### config.mk
export PLATFORM = sky130hd
export DESIGN_NAME = can_frame_to_ascii_hex
export DESIGN_NICKNAME = d
export VERILOG_FILES = /design/src/rtl/cf2a_pkg.sv /design/src/rtl/cf2a_char_sel.sv /design/src/rtl/can_frame_to_ascii_hex.sv
export SDC_FILE = /design/constraint.sdc
export NUM_CORES = 1
export LEC_CHECK = 0
export BUFFER_PORTS_ARGS = -buffer_cell sky130_fd_sc_hd__buf_2
export CAP_MARGIN = 20
export CORE_ASPECT_RATIO = 0.8
export CORE_UTILIZATION = 55
export CTS_CLUSTER_SIZE = 14
export DETAILED_ROUTE_END_ITERATION = 7
export PLACE_DENSITY = 0.8
export SLEW_MARGIN = 20
export SYNTH_ARGS = -nofsm -noshare
export SYNTH_HDL_FRONTEND = slang
export SYNTH_HIERARCHICAL = 1
export SYNTH_SLANG_ARGS = --single-unit
### constraint.sdc
create_clock -name clk -period 8.35 [get_ports clk]
set_input_delay 1.67 -clock clk [delete_from_list [all_inputs] [get_ports clk]]
set_output_delay 1.67 -clock clk [all_outputs]
set_load 0.02 [all_outputs]
### src/rtl/cf2a_pkg.sv
`default_nettype none
// ----------------------------------------------------------------------------
// cf2a_pkg
// Types, constants and helpers shared by the CAN frame to ASCII hex encoder.
// ----------------------------------------------------------------------------
package cf2a_pkg;

  localparam int unsigned MAX_PAYLOAD_BYTES_DEF = 8;
  localparam int unsigned EXT_ID_DIGITS         = 8;
  localparam int unsigned STD_ID_DIGITS         = 3;

  localparam logic [7:0] TERMINATOR_RESET = 8'h0D;
  localparam logic [7:0] CHAR_EXT_HEADER  = 8'h52;
  localparam logic [7:0] CHAR_STD_HEADER  = 8'h72;

  typedef struct packed {
    logic        is_extended;
    logic [28:0] can_id;
    logic [7:0]  filter_index;
    logic [3:0]  data_length;
    logic [63:0] payload;
  } frame_t;

  typedef struct packed {
    logic [7:0] char_code;
    logic       last;
  } text_t;

  // Lower-case hex digit for one nibble.
  function automatic logic [7:0] hex_char(input logic [3:0] nib);
    logic [7:0] code;
    if (nib < 4'd10) begin
      code = 8'h30 + {4'h0, nib};
    end else begin
      code = 8'h57 + {4'h0, nib};
    end
    return code;
  endfunction

endpackage
`default_nettype wire

### src/rtl/cf2a_char_sel.sv
`default_nettype none
// ----------------------------------------------------------------------------
// cf2a_char_sel
// Picks the character at a given position of the text form of one frame.
// ----------------------------------------------------------------------------
module cf2a_char_sel #(
  parameter int unsigned MAX_PAYLOAD_BYTES = cf2a_pkg::MAX_PAYLOAD_BYTES_DEF,
  parameter int unsigned IDX_W             = 5
) (
  input  cf2a_pkg::frame_t   frame,
  input  logic [IDX_W-1:0]   char_idx,
  input  logic [7:0]         terminator,
  output cf2a_pkg::text_t    sel_item
);

  always_comb begin
    logic [IDX_W-1:0] id_end;
    logic [IDX_W-1:0] off;
    logic [IDX_W-1:0] k;
    logic [IDX_W-1:0] pay_chars;
    logic [3:0]       nbytes;
    logic [2:0]       nib_pos;
    logic [31:0]      id_ext;
    logic [3:0]       pay_nib;

    id_end  = frame.is_extended ? IDX_W'(cf2a_pkg::EXT_ID_DIGITS)
                                : IDX_W'(cf2a_pkg::STD_ID_DIGITS);
    off     = char_idx - id_end - IDX_W'(1);
    k       = off - IDX_W'(3);
    nbytes  = (frame.data_length > 4'(MAX_PAYLOAD_BYTES)) ? 4'(MAX_PAYLOAD_BYTES)
                                                          : frame.data_length;
    pay_chars = IDX_W'({nbytes, 1'b0});
    nib_pos = 3'(id_end - char_idx);
    id_ext  = {3'b000, frame.can_id};
    pay_nib = k[3:0] ^ 4'h1;

    sel_item.last = 1'b0;
    if (char_idx == '0) begin
      sel_item.char_code = frame.is_extended ? cf2a_pkg::CHAR_EXT_HEADER
                                             : cf2a_pkg::CHAR_STD_HEADER;
    end else if (char_idx <= id_end) begin
      sel_item.char_code = cf2a_pkg::hex_char(id_ext[{nib_pos, 2'b00} +: 4]);
    end else if (off == IDX_W'(0)) begin
      sel_item.char_code = cf2a_pkg::hex_char(frame.filter_index[7:4]);
    end else if (off == IDX_W'(1)) begin
      sel_item.char_code = cf2a_pkg::hex_char(frame.filter_index[3:0]);
    end else if (off == IDX_W'(2)) begin
      sel_item.char_code = cf2a_pkg::hex_char(frame.data_length);
    end else if (k < pay_chars) begin
      sel_item.char_code = cf2a_pkg::hex_char(frame.payload[{pay_nib, 2'b00} +: 4]);
    end else begin
      sel_item.char_code = terminator;
      sel_item.last      = 1'b1;
    end
  end

endmodule
`default_nettype wire

### src/rtl/can_frame_to_ascii_hex.sv
`default_nettype none
// ----------------------------------------------------------------------------
// can_frame_to_ascii_hex
// Turns one received CAN frame into its ASCII hex text line, one character
// per request on the output channel.
// ----------------------------------------------------------------------------
//  Channel     Direction  Handshake                     Payload
//  frame       in         frame_valid / frame_stall     frame_item (frame_t)
//  text        out        text_valid / text_stall       text_item (text_t)
//  terminator  in         terminator_we                 terminator_wdata
//
// A frame's line has 8 + 2n characters (standard) or 13 + 2n (extended), n being
// the printed payload byte count, so 8 to 29 characters; the output register
// issues one character per cycle while the output is not stalled. The next
// frame is taken in the cycle that issues the terminator. Reset clears the busy
// flag, the character counter and text_valid and sets the terminator to carriage
// return. A stall on the output holds the character counter and, once busy, the input.
module can_frame_to_ascii_hex #(
  parameter int unsigned MAX_PAYLOAD_BYTES = cf2a_pkg::MAX_PAYLOAD_BYTES_DEF
) (
  input  logic              clk,
  input  logic              rst,
  input  logic              frame_valid,
  output logic              frame_stall,
  input  cf2a_pkg::frame_t  frame_item,
  output logic              text_valid,
  input  logic              text_stall,
  output cf2a_pkg::text_t   text_item,
  input  logic              terminator_we,
  input  logic [7:0]        terminator_wdata
);

  localparam int unsigned MAX_CHARS = 13 + 2 * MAX_PAYLOAD_BYTES;
  localparam int unsigned IDX_W     = $clog2(MAX_CHARS);

  cf2a_pkg::frame_t  frame;
  logic              busy;
  logic [IDX_W-1:0]  char_idx;
  logic [7:0]        terminator;
  cf2a_pkg::text_t   sel_item;
  logic              out_load;
  logic              frame_take;

  cf2a_char_sel #(
    .MAX_PAYLOAD_BYTES (MAX_PAYLOAD_BYTES),
    .IDX_W             (IDX_W)
  ) u_char_sel (
    .frame      (frame),
    .char_idx   (char_idx),
    .terminator (terminator),
    .sel_item   (sel_item)
  );

  assign out_load    = busy && (!text_valid || !text_stall);
  assign frame_stall = busy && !(out_load && sel_item.last);
  assign frame_take  = frame_valid && !frame_stall;

  always_ff @(posedge clk) begin
    if (rst) begin
      terminator <= cf2a_pkg::TERMINATOR_RESET;
    end else if (terminator_we) begin
      terminator <= terminator_wdata;
    end
  end

  always_ff @(posedge clk) begin
    if (rst) begin
      busy     <= 1'b0;
      char_idx <= '0;
    end else begin
      if (frame_take) begin
        busy     <= 1'b1;
        char_idx <= '0;
      end else if (out_load) begin
        if (sel_item.last) begin
          busy     <= 1'b0;
          char_idx <= '0;
        end else begin
          char_idx <= char_idx + IDX_W'(1);
        end
      end
    end
  end

  always_ff @(posedge clk) begin
    if (frame_take) begin
      frame <= frame_item;
    end
  end

  always_ff @(posedge clk) begin
    if (rst) begin
      text_valid <= 1'b0;
    end else if (out_load) begin
      text_valid <= 1'b1;
    end else if (!text_stall) begin
      text_valid <= 1'b0;
    end
  end

  always_ff @(posedge clk) begin
    if (out_load) begin
      text_item <= sel_item;
    end
  end

  a_idle_idx_zero: assert property (@(posedge clk) disable iff (rst)
    !busy |-> char_idx == '0)
    else $error("character counter not cleared while idle");

  a_take_when_done: assert property (@(posedge clk) disable iff (rst)
    (frame_take && busy) |-> (out_load && sel_item.last))
    else $error("new frame taken before the terminator was issued");

  a_busy_ends_last: assert property (@(posedge clk) disable iff (rst)
    (busy && !frame_take && out_load && sel_item.last) |=> (!busy && text_item.last))
    else $error("frame ended without a terminator in the output register");

endmodule
`default_nettype wire

== Yosys cells after proc, flatten, opt, wreduce, memory -nomap -nowiden ==
Index checks and enable logic that the tools add are counted.

* Input bits: 119
* Register bits: 130

* $add $sub $neg: 15
* Reduce and logical (&&, ||, !) cells: 15
* Eq/ne operators: 3
* Mux-type cells: 26
* $lt $le $gt $ge: 8
* Shifts and indexed selects: 2
* Bitwise gates (word level): 1

{| class="wikitable"
|+ Operator list
! cell !! number
|-
| 8-bit two-way mux || 11
|-
| 64-bit by 7-bit variable part select with 4-bit output || 1
|-
| 7-bit by 4-bit adder with 8-bit output (first input constant) || 5
|-
| 6-bit by 4-bit adder with 7-bit output (first input constant) || 5
|-
| 32-bit by 6-bit variable part select with 4-bit output || 1
|-
| 4-bit < comparator (second input constant) || 5
|-
| 1-bit two-way mux || 11
|-
| 5-bit logical NOT || 2
|-
| 4-bit two-way mux || 2
|-
| 6-bit two-way mux || 1
|-
| 5-bit by 1-bit adder with 5-bit output (second input constant) || 1
|-
| 5-bit by 1-bit == test with 1-bit output (second input constant) || 1
|-
| 5-bit by 2-bit == test with 1-bit output (second input constant) || 1
|-
| 5-bit by 4-bit less-or-equal comparator with 1-bit output || 1
|-
| 5-bit < comparator || 1
|-
| 5-bit two-way mux || 1
|-
| 5-bit by 1-bit subtractor with 5-bit output (second input constant) || 1
|-
| 5-bit by 2-bit subtractor with 5-bit output (second input constant) || 1
|-
| 5-bit by 4-bit subtractor with 5-bit output || 1
|-
| 4-bit greater-than comparator (second input constant) || 1
|-
| 1-bit logical AND || 4
|-
| 1-bit logical NOT || 4
|-
| 2-bit nonzero test || 2
|-
| 3-bit subtractor || 1
|-
| 5 further kinds || 5
|}

== Longest topological paths before layout ==
* Depth in word-level cells: 18
* Gate-level depth with buffers: 19

== Modules after synthesis ==
Netlist, hierarchy kept.

{| class="wikitable"
|+ By module, submodules not included
! module !! sequential area each (um^2) !! cells an instance !! instances !! area an instance (um^2)
|-
| can_frame_to_ascii_hex || 3753.6 || 182 || 1 || 4097.7
|-
| cf2a_char_sel || 0.0 || 244 || 1 || 2035.7
|}

== Worst setup path after synthesis ==
Ideal clock, no wire load.

* Kind: register to register
* Start: reg char_idx[0]
* End: reg frame[0] (netlist name)
* Clock period less this slack: 6.726 ns
* Buffers on the path: 2
* Arrival: 6.248 ns
* Setup time: 0.478 ns
* Setup slack: 1.624 ns
* Stages on the path, launching flop included: 17
* Required time: 7.872 ns
* Cells stage by stage: dfxtp_1 -> ha_1 -> inv_1 -> fa_1 -> buf_2 -> buf_2 -> inv_1 -> ha_1 -> xor2_2 -> ha_1 -> a21oi_1 -> maj3_1 -> o21ai_2 -> and4b_1 -> a21bo_2 -> nand2_1 -> and2_1

{| class="wikitable"
|+ RTL lines
! item !! line !! RTL
|-
| from (decl) || can_frame_to_ascii_hex.sv:38 || <nowiki>logic [IDX_W-1:0] char_idx;</nowiki>
|-
| from (signal assigned) || can_frame_to_ascii_hex.sv:79 || <nowiki>char_idx <= char_idx + IDX_W'(1);</nowiki>
|}

==> results.py <==
metrics = {
    "run_status": {
        "status": "finished, violations left",
        "violations": "design-rule violations",
    },
    "timing": {
        "slew-limit-headroom_pct": 33.42,
        "setup_slack_ns": 1.502,
        "fmax_mhz": 146.0,
        "setup_tns_ns": 0,
        "rsz0062_at_grt": "no",
        "slew_viol_final": 0,
        "skew_ns": 0.005739,
        "worst_pin_slew_ns": 0.9987,
        "finalHoldViolCount": 0,
        "setup_viol": 0,
        "period_share_pct": 82.01,
        "min_period_ns": 6.848,
    },
    "synth": {
        "async_reset_ff_share_pct": 0,
        "synth_most_common_cell": "edfxtp_1",
        "syn_inst": 426,
        "synth_common_cells": "115 x edfxtp_1, 32 x inv_1, 23 x a21oi_1",
        "synth_edf_count": 115,
        "synth_warnings": 6,
        "seq_area_frac_synth_pct": 61.20,
        "syn-cell-area_mm2": 0.006133,
        "syn_area_per_cell_um2": 14.40,
        "yosys.cell_types.count": 69,
        "synth_top_area_share_pct": 56.30,
        "synth-main-ff-cell": "edfxtp_1",
        "syn-num-nets": 563,
        "synthTopCellsByArea": "edfxtp_1 56%, mux4_2 8.1%, dfxtp_1 4.9%, ha_1 3.5%, mux2i_1 3.1%",
        "synth_seq_cells": 130,
        "synth_top_cell_by_area": "edfxtp_1",
    },
    "power_and_ir_drop": {
        "switching_share_pct": 23.86,
        "p_seq_share_pct": 43.9,
        "p_leak_nw": 2.944,
        "combPwrFrac_pct": 14.2,
        "clkPwrFrac_pct": 42.0,
        "power_density_mw_per_mm2": 233.3,
        "irDropWorstVdd_uv": 243.7,
        "switchingPower_mw": 0.4172,
        "p_int_mw": 1.332,
    },
    "grt": {
        "grt_max_degree": 77,
        "gr-usage-all-layers_pct": 23.30,
        "grt.overflow.total": 0,
        "grt_pass1_wl_um": 19760,
        "antenna_found_initial": 0,
        "grt_pass1_vias": 4045,
    },
    "drt": {
        "dr.pass1.iters": 7,
        "drt_iter0_markers": 381,
        "wl_per_cell_um": 17.04,
        "remaining_drc_errors": 1,
        "drt.antenna.violating_nets": 0,
        "vias": 4066,
        "vias_per_cell": 5.663,
        "wl_um": 12240,
    },
    "critical_path": {
        "path_max_fanout": 17,
        "critical_path_class": "register to primary output",
        "slowest_delay_ns": 1.05,
        "end_kind": "primary output",
        "cp.required_ns": 6.68,
        "arrival_ns": 5.18,
        "slowest_stage": "fa_1",
        "crit_chain": "ha_1 -> inv_1 -> fa_1 -> inv_1 -> ha_1 -> a211o_1 -> a21oi_1 -> maj3_1 -> o21ai_2 -> and4b_1 -> a21bo_2 -> nand2_1 -> inv_1 -> buf_2",
        "critPathLaunchType": "register",
        "cp_common_cell": "inv_1",
    },
    "place": {
        "place_ws_ns": 1.964,
        "hpwlAfterDp_um": 8762,
        "io_buffer_count": 129,
        "place_area_mm2": 0.006908,
        "globalplace.congestion": 0.9091,
        "dp_cells": 687,
    },
    "die": {
        "start_util_pct": 56.54,
        "die_w_um": 120.1,
        "rows": 34,
        "die_h_um": 96.45,
        "coreArea_mm2": 0.01085,
        "ios": 130,
        "dieArea_mm2": 0.01158,
    },
    "clock_tree": {
        "post_cts_resized": 0,
        "cts.clk_slew.worst_paths_ns": 0.06,
        "cts_sinks": 130,
        "clock_path_buffers": 2,
        "cts_setup_buffers": 0,
        "clk_latency_ns": 0.41,
        "root_buffer": "clkbuf_16",
        "cts_made_buffers": 17,
        "htreeDepth": 4,
        "cts_tree": "done",
        "hold_buffers": 0,
    },
    "finish": {
        "n_antenna_cell": 0,
        "final_nets": 699,
        "drive_above_1_share_pct": 35.19,
        "final_cells": 718,
        "fin_area_mm2": 0.007497,
        "syn_to_final_growth_pct": 22.24,
    },
    "job": {
        "max_cap_violations": 0,
    },
    "worst_hold_path": {
        "hp-class": "register to register",
    },
}
## state kept, by name (all words and copies together) (netlist names)
signal,count
frame,106
text_item,9
terminator,8
char_idx,5
busy,1
text_valid,1
## metal layers
metal,up-vias,wire (um),GRT usage (%)
li1,1911,-,-
met1,1939,5527,31.29
met3,16,897,5.340
met2,200,5645,36.69
met4,0,168,10.73
met5,-,0,0
## power by group through the flow
stage	Sequential (mW)	Clock [mW]	Combinational, mW
2_1_floorplan	0.780	0	0.171
3_3_place_gp	0.778	0	0.238
3_5_place_dp	0.780	0	0.245
4_1_cts	0.767	0.747	0.247
5_1_grt	0.771	0.772	0.272
6_report	0.767	0.734	0.248
## cells by family after synthesis
logic type	synth area share [%]
AO/OA/AOI/OAI	10.36
XOR/XNOR	2.366
adder cells (fa/ha/maj)	3.958
AND/OR/NAND/NOR	7.324
buffers and inverters	2.999
flip-flops	61.20
multiplexers	11.79
## layout make-up
class	instances	area (um2)
clock inverters	14	163.9
repair buffers	130	653.1
flip-flops and latches	130	3754
fillers	737	3351
well taps	144	180.2
clock buffers	17	425.4
multi-input cells	251	2201
inverters	32	120.1
## path summary, 6_finish.rpt
| path | startpoint | to | slack [ns] | cells past startpoint |
|---|---|---|---|---|
| worst max-delay path | char_idx[0] | frame_stall | 1.50 | 14 |
| worst min-delay path | terminator[7] | terminator[7] | 0.52 | 2 |
| worst max register to register | char_idx[0] | frame[28] | 2.09 | 14 |
| worst min register to register | terminator[7] | terminator[7] | 0.52 | 2 |
## critical path, delay by kind of cell, from the launching register on
family | cells | cell delay [ns]
adders and majority gates | 4 | 2.56
AOI/OAI and AO/OA | 4 | 0.82
and+or+nand+nor | 2 | 0.52
DFF | 1 | 0.43
buffers and inverters | 4 | 0.44
## cell usage in the layout (no fill, tap or decap), types with 3 or more instances in the layout
cell type / instances
a211o_1: 5
a211oi_1: 4
a21oi_1: 23
a31o_2: 3
and2_1: 5
buf_2: 129
bufinv_16: 3
clkbuf_16: 17
clkinv_1: 3
clkinvlp_4: 3
dfxtp_1: 15
edfxtp_1: 115
ha_1: 16
inv_1: 32
mux2i_1: 19
mux4_2: 22
nand2_1: 20
nand2b_1: 5
nand3_1: 6
nand4_1: 3
nor2_1: 21
nor2b_1: 7
nor3_1: 5
o211ai_1: 4
o21a_1: 3
o21ai_0: 19
o22ai_1: 4
xnor2_1: 5
## metrics by stage
step	total power, mW	utilization [%]	hold WS, ns
2_1_floorplan	0.9512	-	0.4515
3_3_place_gp	1.016	63.68	0.4802
3_5_place_dp	1.025	63.68	0.4910
4_1_cts	1.761	69.11	0.5259
5_1_grt	1.814	69.11	0.5507
6_report	1.749	69.11	0.5192
No activity file was read; power rests on OpenSTA's default activity.
